$ cat config.mk
export PLATFORM = sky130hd
export DESIGN_NAME = skvt_cell
export DESIGN_NICKNAME = d
export VERILOG_FILES = /design/src/hdl/skvt_pkg.sv /design/src/hdl/skvt_cell.sv
export SDC_FILE = /design/constraint.sdc
export NUM_CORES = 1
export LEC_CHECK = 0
export ABC_AREA = 1
export BUFFER_PORTS_ARGS = -buffer_cell sky130_fd_sc_hd__buf_2
export CAP_MARGIN = 20
export CORE_MARGIN = 2
export CORE_UTILIZATION = 41
export DETAILED_ROUTE_END_ITERATION = 8
export PLACE_DENSITY_LB_ADDON = 0.12
export SLEW_MARGIN = 20
export SYNTH_ARGS = -nofsm -noshare
export SYNTH_HDL_FRONTEND = slang
export SYNTH_SLANG_ARGS = --single-unit
export TNS_END_PERCENT = 10
$ cat constraint.sdc
create_clock -name clock -period 3.4 [get_ports clock]
set_input_delay 0 -clock clock [delete_from_list [all_inputs] [get_ports clock]]
set_output_delay 0 -clock clock [all_outputs]
set_load 0.01 [all_outputs]
$ cat src/hdl/skvt_pkg.sv
// Package for the sorted keyed value table: operation and status codes,
// and the entry and command types shared by the cell row and the top level.
// No dependencies.
package skvt_pkg;

   localparam int ValueWidth    = 32;
   localparam int TagWidth      = 32;
   localparam int PositionWidth = 6;
   localparam int OpcodeWidth   = 2;
   localparam int StatusWidth   = 2;
   localparam int OccWidth      = 7;

   typedef enum logic [OpcodeWidth-1:0] {
      OP_INSERT = 2'd0,
      OP_REMOVE = 2'd1,
      OP_READ   = 2'd2,
      OP_NONE   = 2'd3
   } opcode_type;

   typedef enum logic [StatusWidth-1:0] {
      ST_OK    = 2'd0,
      ST_FULL  = 2'd1,
      ST_NOKEY = 2'd2,
      ST_RANGE = 2'd3
   } status_type;

   typedef struct packed {
      logic signed [ValueWidth-1:0] value;
      logic signed [TagWidth-1:0]   tag;
   } entry_type;

   // Broadcast to every cell of the row.
   typedef struct packed {
      logic      ins;
      logic      rem;
      entry_type item;
   } cmd_type;

endpackage

$ cat src/hdl/skvt_cell.sv
// One cell of the sorted row: holds one value/tag entry and shifts it to or
// from its neighbors on insert and remove. Depends on skvt_pkg.
module skvt_cell (
   input  logic               clock,
   input  skvt_pkg::cmd_type  cmd,
   input  logic               occupied,
   input  logic               lt_left,
   input  logic               seen_left,
   input  skvt_pkg::entry_type left_entry,
   input  skvt_pkg::entry_type right_entry,
   output logic               lt_out,
   output logic               seen_out,
   output skvt_pkg::entry_type entry
);
   import skvt_pkg::*;

   entry_type entry_ff;
   entry_type entry_in;
   logic      match;

   // Cells holding a value below the new one form a prefix of the row.
   assign lt_out   = occupied && (entry_ff.value < cmd.item.value);
   assign match    = occupied && (entry_ff.tag == cmd.item.tag);
   assign seen_out = seen_left || match;
   assign entry    = entry_ff;

   always_comb begin
      entry_in = entry_ff;
      if (cmd.ins && !lt_out) begin
         entry_in = lt_left ? cmd.item : left_entry;
      end else if (cmd.rem && seen_out) begin
         entry_in = right_entry;
      end
   end

   always_ff @(posedge clock) begin
      entry_ff <= entry_in;
   end

endmodule

Word level (Yosys, flattened, before mapping)
Cells that the tools add are included.

Register bits: 64. Input bits: 198. Output and inout bits: 66. Word-level logic and storage cells: 14.

Equal/unequal tests: 1. $lt $le $gt $ge: 1. Reduce and logical (&&, ||, !) cells: 7. Mux-type cells: 3.

Operators by type and width (number): $mux 64 (3); $eq 32x32->1 (1); $lt 32x32->1 (1); $logic_and 1x1->1 (4); $reduce_bool 2->1 (1); $logic_not 1->1 (1); $logic_or 1x1->1 (1).

Logic depth before layout (Yosys ltp)
Gate-level depths: netlist of the first run.

Word-level depth: 6. Gate-level depth with buffers: 19. Gate-level depth less buffers: 17.

Least setup slack after synthesis of the first run
OpenSTA, ideal clock, no wires.

Kind: register to register. Start point: reg entry_ff (netlist bit entry[53]). End point: reg entry_ff (netlist bit entry[0]), enable pin. Arrival: 2.741 ns. Stages on the path, launching flop included: 13. Path buffers: 1. Path slack: -0.034 ns. Cell sequence: edfxtp_1 ha_1 a21oi_1 nor2_1 nor2_1 nand3_1 a21oi_1 nand2_1 nand2_1 nand3_2 nand2_2 buf_2 nand2_1.

Longest elaborated chain between the ends: 5.

Ends and longest elaborated chain: start: declaration (line skvt_cell.sv:17) `entry_type entry_ff;`; start signal: assignment (line skvt_cell.sv:37) `entry_ff <= entry_in;`; $lt 32x32->1 (line skvt_cell.sv:22) `assign lt_out = occupied && (entry_ff.value < cmd.item.value);`; $logic_and 1x1->1 (line skvt_cell.sv:22); $logic_not 1->1 (line skvt_cell.sv:29) `if (cmd.ins && !lt_out) begin`; $logic_and 1x1->1 (line skvt_cell.sv:29); $reduce_bool 2->1 (no line).

Every way passes these cells. A chain may end at the register's enable or synchronous reset.

Worst setup path in the final report of the first run
Start point: reg entry_ff (netlist bit entry[63]). End point: out lt_out.

Longest elaborated chain between the ends: 2.

Ends and longest elaborated chain: $lt 32x32->1 (line skvt_cell.sv:22); $logic_and 1x1->1 (line skvt_cell.sv:22); end: declaration (line skvt_cell.sv:11) `output logic lt_out,`.

Every way passes these cells.

==> results.yml, run 1 <==
sta:
  hold_viol: 0
  fin_crit_sh: 0.806
  final.setup_skew_ps: 6.17
  min_period_ps: 2740
  worst_hold_slack_ps: 103
  timing.final.ws_setup_ps: 659
  finalSetupTns_ps: 0
  setup_violations: 0
  fmax_mhz: 365
  slew_headroom: 0.499
  grt_setup_unrepaired: "no"
  tightest_slew_ps: 751
  drv_slew: 0
setup_path:
  path_class: "reg2out"
  startpoint: "entry[63]"
  cp_data_arrival_time_ps: 2740
  reg2reg_from: "entry[37]"
  critPathRequiredTime_ps: 3400
  worst_setup_path_end_kind: "output port"
  r2r_end: "entry[10]"
  r2r_slack_ps: 820
  crit_path_max_fanout: 65
  start_kind: "flop"
  crit_end: "lt_out"
  reg2reg_depth: 15
route:
  drt-initial-drc-count: 345
  drt_first_pass_iters: 5
  wirelength_mm: 16.0
  routedWlPerCell_um: 14.7
  ant_nets: 0
  viasPerCell: 4.99
  num_vias: 5404
  drc: 0
synthesis:
  netlist_top_cells_count: "nand2_1 (173), nand3_1 (75), nor2_1 (65)"
  syn_area_per_cell_um2: 7.75
  synth_area_um2: 4840
  synth_top_family_by_area: "simple AND/OR/NAND/NOR gates"
  async_flop_share: 0
  yosys.area_share.simple: 0.291
  synth_top_area_frac: 0.397
  synth_xor_area_frac: 0.0362
  synth_most_common_cell: "nand2_1"
  synth_seq_cells: 64
  synth_top_area_cell: "edfxtp_1"
  synthAdderAreaFrac: 0.0802
  yosys_warnings: 0
  synth-compound-area-share: 0.0641
  synth-seq-area-share: 0.397
  synthMuxAreaShare: 0.0465
  syn_nets: 853
  syn_inst: 624
  ys.flop_type: "edfxtp_1"
  synth_edf_count: 64
  synthTopCellsByArea: "edfxtp_1 (40%), nand2_1 (13%), ha_1 (8.0%)"
  netlist-cell-type-count: 23
clock_tree:
  cts_tree: "yes"
  cts_setup_buffers: 0
  clockRootBuffer: "clkbuf_16"
  clock_sinks: 64
  clockBufferDepth: 2
  cts_max_level: 3
  cts_hold_buf: 64
  cts_made_buffers: 9
  cts_resized: 0
  clk_pin_slew_ps: 50
  insertion_delay_ps: 330
place:
  hpwl_mm: 11.2
  dp_cells: 1004
  place_ws_ps: 839
  io_buffers: 263
  gp_congestion: 0.852
  placed_area_um2: 6200
hold_path:
  hold_depth: 4
  hold_class: "in2reg"
power:
  switchingPower_mw: 0.962
  internal-power_mw: 1.95
  powerDensity_nw_per_um2: 410
  switching_share: 0.331
  p_leak_nw: 3.74
  seqPwrFrac: 0.386
  pwr-share-comb: 0.333
  vdd_drop_max_mv: 0.279
  p_total_mw: 2.91
  clockPowerShare: 0.281
global_routing:
  grt_pass1_wl_mm: 25.4
  antenna_found_initial: 0
  grt_max_degree: 66
  grt_overflow_total: 0
  grt.total_usage: 0.249
  first_global_vias: 5490
cells_and_area:
  nNetsFinal: 1165
  utilization: 0.619
  n_antenna_cell: 0
  drive_above_1_share: 0.334
  largest_register_ffs: 64
  nFillCells: 1072
  area_delta_synth_final_pct: 46.7
  fin_cells: 1084
  stdcell_area_um2: 7100
floorplanning:
  die_w_um: 113
  initial_core_util: 0.422
  dieArea_um2: 12700
  io_pins: 264
  dieHeight_um: 113
  rows: 39
  core_area_um2: 11500
outcome:
  outcome: "finished, final reports clean"
job:
  cap_violations: 0
==> cells in the final DEF (no fill, tap or decap) <==
| cell | count |
|---|---|
| o21ai_1 | 1 |
| ha_1 | 31 |
| or2_2 | 8 |
| buf_4 | 8 |
| xnor2_1 | 8 |
| clkinv_1 | 3 |
| dlygate4sd3_1 | 64 |
| nand2_2 | 2 |
| clkbuf_16 | 9 |
| nand4_1 | 3 |
| nand3_2 | 1 |
| clkbuf_1 | 1 |
| inv_1 | 59 |
| nor4_1 | 4 |
| nand3_1 | 75 |
| nor3_2 | 1 |
| mux2_2 | 20 |
| a21oi_1 | 58 |
| xor2_1 | 12 |
| clkinv_2 | 3 |
| o21ai_0 | 3 |
| edfxtp_1 | 64 |
| nor3_1 | 4 |
| nor2_1 | 65 |
| nand2_1 | 172 |
| buf_2 | 262 |
==> cell families after synthesis <==
group           count (synthesis)
compound gates                 62
flops                          64
fa+ha+maj                      31
mux                            20
xor+xnor                       20
simple gates                  335
buf+inv                        92
==> final cells by class <==
cell class / instances / area [µm²] / area share
inverters: 59 / 221 / 0.0312
clock buffers: 10 / 229 / 0.0323
flip-flops and latches: 64 / 1920 / 0.271
well taps: 143 / 179 / 0.0252
clock inverters: 6 / 26.3 / 0.00370
repair buffers: 334 / 2010 / 0.283
multi-input cells: 468 / 2510 / 0.354
==> how the worst min path moves through the flow <==
stage,from,to,slack [ps]
after floorplan,seen_left,seen_out,120
after global placement,right_entry[44],entry[44],270
after detailed placement,right_entry[3],entry[3],270
after CTS,left_entry[6],entry[6],90
after global routing,left_entry[6],entry[6],120
final,left_entry[16],entry[16],100
==> critical path, stage by stage, from the launching register on <==
cell      delay [ps]
edfxtp_1         410
ha_1             360
nand2_1           90
nor2_1           150
nand2_1          110
nor2_1           110
nand2_1           80
nand2_1           60
nand2_1           60
nand3_2           80
buf_4            590
inv_1             90
buf_2            160
==> routing by layer <==
| metal | global-route usage | vias up | wire length [µm] |
|---|---|---|---|
| met1 | 0.297 | 2413 | 6440 |
| met3 | 0.0432 | 36 | 1190 |
| met5 | 0 | - | 0 |
| met2 | 0.436 | 266 | 7860 |
| met4 | 0.117 | 0 | 470 |
| li1 | - | 2689 | - |
==> power by group through the flow <==
stage          Combinational, mW  Sequential, mW  Clock (mW)
4_1_cts                    0.972            1.12       0.837
3_5_place_dp               0.914            1.13           0
2_1_floorplan              0.501            1.18           0
5_1_grt                     1.09            1.14       0.869
6_report                   0.970            1.12       0.817
3_3_place_gp               0.897            1.13           0
Power figures use the tool's default switching activity.
==> run 2: changes to the inputs <==
--- a/config.mk
+++ b/config.mk
@@ -5,11 +5,11 @@
 export SDC_FILE = /design/constraint.sdc
 export NUM_CORES = 1
 export LEC_CHECK = 0
-export ABC_AREA = 1
+export ABC_AREA = 0
 export BUFFER_PORTS_ARGS = -buffer_cell sky130_fd_sc_hd__buf_2
 export CAP_MARGIN = 20
 export CORE_MARGIN = 2
-export CORE_UTILIZATION = 41
+export CORE_UTILIZATION = 45
 export DETAILED_ROUTE_END_ITERATION = 8
 export PLACE_DENSITY_LB_ADDON = 0.12
 export SLEW_MARGIN = 20
==> constraint.sdc (replaced) <==
create_clock -name clock -period 2.8 [get_ports clock]
set_input_delay 0 -clock clock [delete_from_list [all_inputs] [get_ports clock]]
set_output_delay 0 -clock clock [all_outputs]
set_load 0.01 [all_outputs]
==> run 2 against run 1 <==
Net effect:
- worst setup slack worse by 610 ps
- synthesized cell count shrank 28%
- non-clock buffer count fell by 56
- worst hold slack lost 94 ps
- count of clock-buffer cells in the layout is the same
- sequential cell count did not move
- routed wire length down 7.4%
- core utilization up 4.1 points
- final cell count fell by 22%
- clock power shrank 9.7%
- critical path depth down 3
- via count shrank 15%
- largest power group unchanged
==> results.yml, run 2 <==
outcome:
  outcome: "finished, final reports clean"
synthesis:
  yosys.area_share.simple: 0.0390
  synthAdderAreaFrac: 0.0840
  syn_area_per_cell_um2: 10.3
  syn_nets: 678
  synth_seq_cells: 64
  synth_most_common_cell: "a21oi_1"
  synth_top_family_by_area: "compound AO/OA/AOI/OAI gates"
  netlist-cell-type-count: 30
  yosys_warnings: 0
  async_flop_share: 0
  netlist_top_cells_count: "a21oi_1 (77), mux2i_1 (65), a31oi_1 (64), edfxtp_1 (64), inv_1 (33)"
  synth-compound-area-share: 0.194
  synthMuxAreaShare: 0.141
  synth-seq-area-share: 0.416
  synth_top_area_cell: "edfxtp_1"
  syn_inst: 449
  synthTopCellsByArea: "edfxtp_1 (42%), mux2i_1 (14%), a31oi_1 (8.7%)"
  synth_xor_area_frac: 0.0607
  ys.flop_type: "edfxtp_1"
  synth_top_area_frac: 0.416
  synth_area_um2: 4620
  synth_edf_count: 64
setup_path:
  crit_path_max_fanout: 26
  worst_setup_path_end_kind: "flop"
  reg2reg_from: "entry[62]"
  start_kind: "flop"
  path_class: "reg2reg"
  critPathRequiredTime_ps: 2830
  r2r_end: "entry[5]"
  r2r_slack_ps: 50
  cp_data_arrival_time_ps: 2780
  reg2reg_depth: 9
  startpoint: "entry[62]"
floorplanning:
  dieHeight_um: 105
  die_w_um: 105
  io_pins: 264
  initial_core_util: 0.468
  rows: 36
  core_area_um2: 9860
  dieArea_um2: 11100
sta:
  fin_crit_sh: 0.981
  min_period_ps: 2750
  hold_viol: 0
  setup_violations: 0
  slew_headroom: 0.567
  timing.final.ws_setup_ps: 53.2
  final.setup_skew_ps: 7.98
  fmax_mhz: 364
  finalSetupTns_ps: 0
  drv_slew: 0
  tightest_slew_ps: 649
  grt_setup_unrepaired: "yes"
power:
  p_leak_nw: 3.13
  powerDensity_nw_per_um2: 499
  p_total_mw: 3.25
  clockPowerShare: 0.227
  switching_share: 0.327
  pwr-share-comb: 0.361
  switchingPower_mw: 1.06
  internal-power_mw: 2.19
  seqPwrFrac: 0.412
  vdd_drop_max_mv: 0.276
cells_and_area:
  area_delta_synth_final_pct: 41.1
  largest_register_ffs: 64
  layout_common_cells: "buf_2 (260), a21oi_1 (75), mux2i_1 (64), a31oi_1 (64), edfxtp_1 (64)"
  n_antenna_cell: 0
  final_common_cell: "buf_2"
  nNetsFinal: 932
  drive_above_1_share: 0.427
  nFillCells: 827
  fin_cells: 841
  stdcell_area_um2: 6510
place:
  io_buffers: 263
  placed_area_um2: 6120
  dp_cells: 819
  gp_congestion: 0.898
  place_ws_ps: -3.71
  hpwl_mm: 11.2
route:
  viasPerCell: 5.48
  drt_first_pass_iters: 4
  routedWlPerCell_um: 17.6
  ant_nets: 0
  drt-initial-drc-count: 317
  drc: 0
  wirelength_mm: 14.8
  num_vias: 4608
hold_path:
  worstHoldStart: "right_entry[8]"
  hold_class: "in2reg"
  hold_depth: 3
  hold_end: "entry[8]"
global_routing:
  grt.total_usage: 0.250
  grt_pass1_wl_mm: 21.8
  antenna_found_initial: 1
  grt_max_degree: 66
  grt_overflow_total: 0
  first_global_vias: 4510
clock_tree:
  cts_hold_buf: 0
  clk_pin_slew_ps: 70
  insertion_delay_ps: 340
  clock_sinks: 64
  clockBufferDepth: 2
  cts_made_buffers: 9
  clockRootBuffer: "clkbuf_8"
  cts_max_level: 3
  cts_tree: "yes"
job:
  cap_violations: 0
## run 2: cell count changes after synthesis, sizes merged, moves of 20 or more
cell   previous run  this run
a31oi             0        64
nand3            76         4
mux2             20         0
nand2           174         6
nor2             65         4
mux2i             0        65
inv              59        33
## run 2: kinds of logic after synthesis
| group | after synthesis |
|---|---|
| compound gates | 155 |
| buf+inv | 68 |
| mux | 65 |
| flops | 64 |
| simple gates | 34 |
| xor+xnor | 32 |
| fa+ha+maj | 31 |
## run 2: timing repair
item / in CTS / in global routing
setup endpoints to repair: 18 / 128
pin swaps: 0 / 4
resized for setup: 0 / 14
cloned: 0 / 3
setup buffers: 1 / 2
## run 2: layout make-up
cell class / count / area, µm² / area share
inverters: 33 / 124 / 0.0190
clock buffers: 10 / 128 / 0.0196
flip-flops and latches: 64 / 1920 / 0.295
multi-input cells: 317 / 2520 / 0.386
repair buffers: 278 / 1610 / 0.247
well taps: 133 / 166 / 0.0256
clock inverters: 6 / 50.0 / 0.00768
## run 2: routing by layer
| metal | vias up | track usage | part of all wire |
|---|---|---|---|
| li1 | 2234 | - | - |
| met1 | 2117 | 0.295 | 0.39 |
| met2 | 226 | 0.444 | 0.51 |
| met3 | 29 | 0.0575 | 0.084 |
| met4 | 2 | 0.0886 | 0.024 |
| met5 | - | 0 | 0.00054 |
## run 2: worst max-delay path, stage by stage (launching register included)
cell      delay [ps]
edfxtp_1         440
ha_4             300
nand4_1          170
nor4_2           320
and3_1           200
a2111o_1         190
mux2i_4          260
buf_12           180
a22o_4           180
buf_12           190
## run 2: how the worst max path moves through the flow
stage,endpoint,slack [ps],depth (start not counted)
after CTS,entry[49],10,8
after global placement,entry[38],60,8
final,entry[5],50,9
after global routing,entry[5],-70,9
after floorplan,entry[0],-60,7
after detailed placement,entry[31],-4,8
## run 2: per-stage QoR
stage / hold WS (ps) / util
global route: 0.520 / 0.660
floorplan: 144 / -
detailed placement: 350 / 0.621
finish: 8.82 / 0.660
CTS: 1.39 / 0.641
global placement: 340 / 0.621
## run 2: power by group through the flow
stage,combinational (mW),sequential [mW],clock [mW]
after global routing,1.29,1.35,0.791
after detailed placement,1.08,1.35,0
after global placement,1.06,1.35,0
after CTS,1.09,1.34,0.745
final,1.17,1.34,0.738
after floorplan,0.552,1.40,0
